**src/lpr_pkg.sv**
```systemverilog
package lpr_pkg;

    // Fixed field widths and default parameters of the pair reduction interface.
    localparam int NORM_W         = 56;
    localparam int IDX_W          = 6;
    localparam int DEF_MAX_DIM    = 64;
    localparam int DEF_COORD_BITS = 24;

    localparam logic [NORM_W-1:0] NORM_MAX = {NORM_W{1'b1}};

    typedef enum logic [1:0] {
        OUTC_NONE    = 2'd0,
        OUTC_B_REPL  = 2'd1,
        OUTC_A_REPL  = 2'd2,
        OUTC_COLLIDE = 2'd3
    } outcome_t;

    typedef enum logic [2:0] {
        ST_LOAD,
        ST_FLUSH,
        ST_ABS,
        ST_SUM,
        ST_CMP,
        ST_DECIDE,
        ST_EMIT
    } state_t;

    // Commands from the controller to the datapath.
    typedef struct packed {
        logic load;       // input transfer taken this cycle
        logic abs_en;     // capture magnitude and sign of the inner product
        logic sum_en;     // form the unclamped candidate norm
        logic cmp_en;     // clamp and compare the candidate norm
        logic single_ld;  // load a single no-change or collision result
        logic rd_first;   // start emission at coordinate zero
        logic emit_ld;    // load one replaced coordinate into the output register
    } lpr_cmd_t;

    // Status from the datapath to the controller.
    typedef struct packed {
        logic replace;    // the candidate replaces a or b
        logic out_free;   // the output register can take a result this cycle
        logic idx_last;   // the coordinate being emitted is the final one
    } lpr_sts_t;

endpackage

```
**src/lpr_ctrl.sv**
```systemverilog
module lpr_ctrl (
    input  logic              clk,
    input  logic              rst_n,
    input  logic              s_tvalid,
    input  logic              s_tlast,
    input  lpr_pkg::lpr_sts_t sts,
    output logic              s_tready,
    output lpr_pkg::lpr_cmd_t cmd
);

    import lpr_pkg::*;

    state_t state_reg;
    state_t state_next;

    always_ff @(posedge clk or negedge rst_n)
    begin
        if (!rst_n)
        begin
            state_reg <= ST_LOAD;
        end
        else
        begin
            state_reg <= state_next;
        end
    end

    always_comb
    begin
        state_next = state_reg;
        cmd        = '0;
        s_tready   = 1'b0;
        unique case (state_reg)
            ST_LOAD:
            begin
                s_tready = 1'b1;
                if (s_tvalid)
                begin
                    cmd.load = 1'b1;
                    if (s_tlast)
                    begin
                        state_next = ST_FLUSH;
                    end
                end
            end
            // The last product enters the accumulator here.
            ST_FLUSH:
            begin
                state_next = ST_ABS;
            end
            ST_ABS:
            begin
                cmd.abs_en = 1'b1;
                state_next = ST_SUM;
            end
            ST_SUM:
            begin
                cmd.sum_en = 1'b1;
                state_next = ST_CMP;
            end
            ST_CMP:
            begin
                cmd.cmp_en = 1'b1;
                state_next = ST_DECIDE;
            end
            ST_DECIDE:
            begin
                if (sts.replace)
                begin
                    cmd.rd_first = 1'b1;
                    state_next   = ST_EMIT;
                end
                else if (sts.out_free)
                begin
                    cmd.single_ld = 1'b1;
                    state_next    = ST_LOAD;
                end
            end
            ST_EMIT:
            begin
                if (sts.out_free)
                begin
                    cmd.emit_ld = 1'b1;
                    if (sts.idx_last)
                    begin
                        state_next = ST_LOAD;
                    end
                end
            end
            default:
            begin
                state_next = ST_LOAD;
            end
        endcase
    end

endmodule

```
**config.mk**
```make
export PLATFORM = sky130hd
export DESIGN_NAME = lpr_ctrl
export DESIGN_NICKNAME = d
export VERILOG_FILES = /design/src/lpr_pkg.sv /design/src/lpr_ctrl.sv
export SDC_FILE = /design/constraint.sdc
export NUM_CORES = 1
export LEC_CHECK = 0
export BUFFER_PORTS_ARGS = -buffer_cell sky130_fd_sc_hd__buf_2
export CAP_MARGIN = 25
export CORE_AREA = 2 2 39 41
export DETAILED_ROUTE_END_ITERATION = 7
export DIE_AREA = 0 0 41 43
export GPL_TIMING_DRIVEN = 0
export SKIP_CTS_REPAIR_TIMING = 1
export SLEW_MARGIN = 0
export SYNTH_ARGS = -nofsm -noshare
export SYNTH_HDL_FRONTEND = slang
export SYNTH_SLANG_ARGS = --single-unit
```
**constraint.sdc**
```tcl
create_clock -name clk -period 1.26 [get_ports clk]
set_input_delay 0.252 -clock clk [delete_from_list [all_inputs] [get_ports clk]]
set_output_delay 0.252 -clock clk [all_outputs]
set_load 0.03 [all_outputs]
```
==> metrics <==
status finished, violations left; violations in the final reports negative setup slack; largest area contributor in the netlist dfrtp_1; worst-margin pin slew 0.1590 ns; boundary pin count 15; fin worst setup slack -0.2017 ns; Synthesis Warnings 0; Fill cells roughly 150; CTS Sinks 3; crit path cell chain buf_6 -> nor2b_2 -> and3_1 -> buf_6; Synth top area share 30.93%; clock buffer depth 2; Arrival @ worst endpoint 1.21 ns; Pins Over Slew Limit 0; total grt overflow 0; maxcap violations 0; CP Max Fanout 8; number of synthesized flops with an enable pin 0; vias per cell between 4 and 5; Worst Clk Skew approximately 0.00037 ns; register area 76.32 µm²; critical path required time a little over 1 ns; first-pass GRT wire length 959 µm; H-tree levels 1; area grow syn2layout 98.97%; final antenna-violating net count 0; Setup-failing EPs final 8; Mean Syn Cell Area around 8.4 µm²; Layout Utilization 34.90%; share of cells above drive strength 1 about three fifths; clock slew at reported path FFs roughly 0.040 ns; total core area between 1000 and 1500 µm²; synth top area cells dfrtp_1 (31%), nor2b_1 (7.7%), nor3b_1 (6.2%); Clock Tree Root clkbuf_4; ys flop type dfrtp_1; PortBufs 14; Crit. End Element primary output; synthesized cell area roughly 240 µm²; DR vias around 280; CTS buffer count 3; setup_tns -1.298 ns; Post-synth top cells dfrtp_1 (3), nand2_1 (3), nor2b_1 (3); syn nets 36; minimum clock period around 1.5 ns; max reg flops 3; largest net degree at the start of global routing 11; final net count 60; Finished Layout Cells 68; routability cong. between 0.6 and 0.7; overall die height ~43 µm; synthesized flop and latch total 3; initial antenna violation count 0; most frequent CP cell buf_6; clock latency on the worst-skew pair around 0.23 ns; CP Launch Type register; Max Clk Rate 0.6841 GHz; number of global-route vias before repair ~260; Mapped Cells 29; number of diodes 0; wire length per cell 10.28 µm; # DRC 0; # rows 14; initial core utilization between 10% and 20%; ys async rst share 100.0%; Slowest-stage cell, CP dfrtp_1; CTS tree yes; Slew Limit Headroom between 80 and 90%; sequential element share of the synthesized area between 30% and 40%; Hold Slack ~0.34 ns; min-delay worst type input port to asynchronous set/reset pin; multi-input logic area approximately 180 µm²; final wirelength about 700 µm; Tcrit/Tclk final 116.0%; unrepaired setup endpoints after global routing yes; count of final hold-check violations 0; PwrDens approximately 2600 nW/µm²; drt first pass iters 4; Leak 0.0002343 µW; CP Class register to primary output; die width 41 µm; Total GRT Usage 8.652%; Worst IR Drop VDD a little under 600 µV; cell count after placement 59; area of the die 1763 µm²; CP peak stage delay around 0.36 ns; post-detail-place hpwl around 440 µm; Yosys cell types 19; 1st-iter DRT viols 2
critical path: cells and delay by family, from the launching register on:
kind	cells	cell delay, ns
AND/OR/NAND/NOR	2	0.33
flip-flops	1	0.36
buffers and inverters	2	0.28
worst paths after layout:
path / from / endpoint / slack (ns) / cells after the start
max: state_reg[2]$_DFFE_PN0P_ / cmd[1] / -0.20 / 4
min reg2reg: state_reg[2]$_DFFE_PN0P_ / state_reg[1]$_DFFE_PN0P_ / 0.59 / 2
max in group asynchronous: rst_n / state_reg[0]$_DFFE_PN0P_ / 0.81 / 2
min: rst_n / state_reg[1]$_DFFE_PN0P_ / 0.34 / 2
max reg2reg: state_reg[1]$_DFFE_PN0P_ / state_reg[2]$_DFFE_PN0P_ / 0.12 / 6
min in group clk: sts[0] / state_reg[2]$_DFFE_PN0P_ / 0.36 / 3
layout by cell type (no fill, tap or decap):
master         instances
buf_2                  7
nand3_1                1
o21ai_0                1
nor3b_4                1
nand2_1                3
mux2i_1                1
o21ai_1                1
nor3_4                 1
xnor2_1                1
clkbuf_4               3
nor2b_1                1
nor2_1                 1
and2_4                 1
a31o_1                 1
buf_6                  9
dfrtp_2                1
a21oi_1                2
clkbuf_1               1
and3_1                 2
dfrtp_1                2
nor2b_2                2
buf_4                  5
nor3b_2                1
dlygate4sd3_1          1
nor2_2                 1
o211a_1                1
stage by stage:
stage | power (µW) | worst slack, ns | area, µm²
global placement | 857.7 | -0.01882 | 357.8
floorplan | 723.7 | -0.2064 | 267.8
detailed placement | 865.4 | -0.02570 | 357.8
finish | 1254 | -0.2017 | 483.0
global route | 1365 | -0.2752 | 483.0
CTS | 1046 | -0.2849 | 384.1
routing by layer:
layer | GRT usage, % | routed length [µm] | up-vias
met3 | 3.141 | 35 | 2
met2 | 12.50 | 358 | 11
met5 | 0 | 0 | -
li1 | - | - | 145
met4 | 8.000 | 19 | 0
met1 | 9.061 | 285 | 126
cells by family after synthesis:
logic type | synth area share [%]
flip-flops | 30.93
AND/OR/NAND/NOR | 35.57
multiplexers | 4.124
XOR/XNOR | 3.609
AO/OA/AOI/OAI | 15.98
buffers and inverters | 9.793
final cells by class:
cell class	instances	area share, %
multi-input combinational	23	36.53
timing repair buffer	19	31.09
sequential	3	15.80
buffer	3	6.995
clock buffer	4	5.440
tap	16	4.145
where the power goes:
part / total (µW) / switching [µW] / internal [µW]
sequential: 184 / 35.3 / 149
clock: 171 / 52.0 / 119
combinational: 900 / 460 / 440
Note: power is estimated with default switching activity, not from simulation.
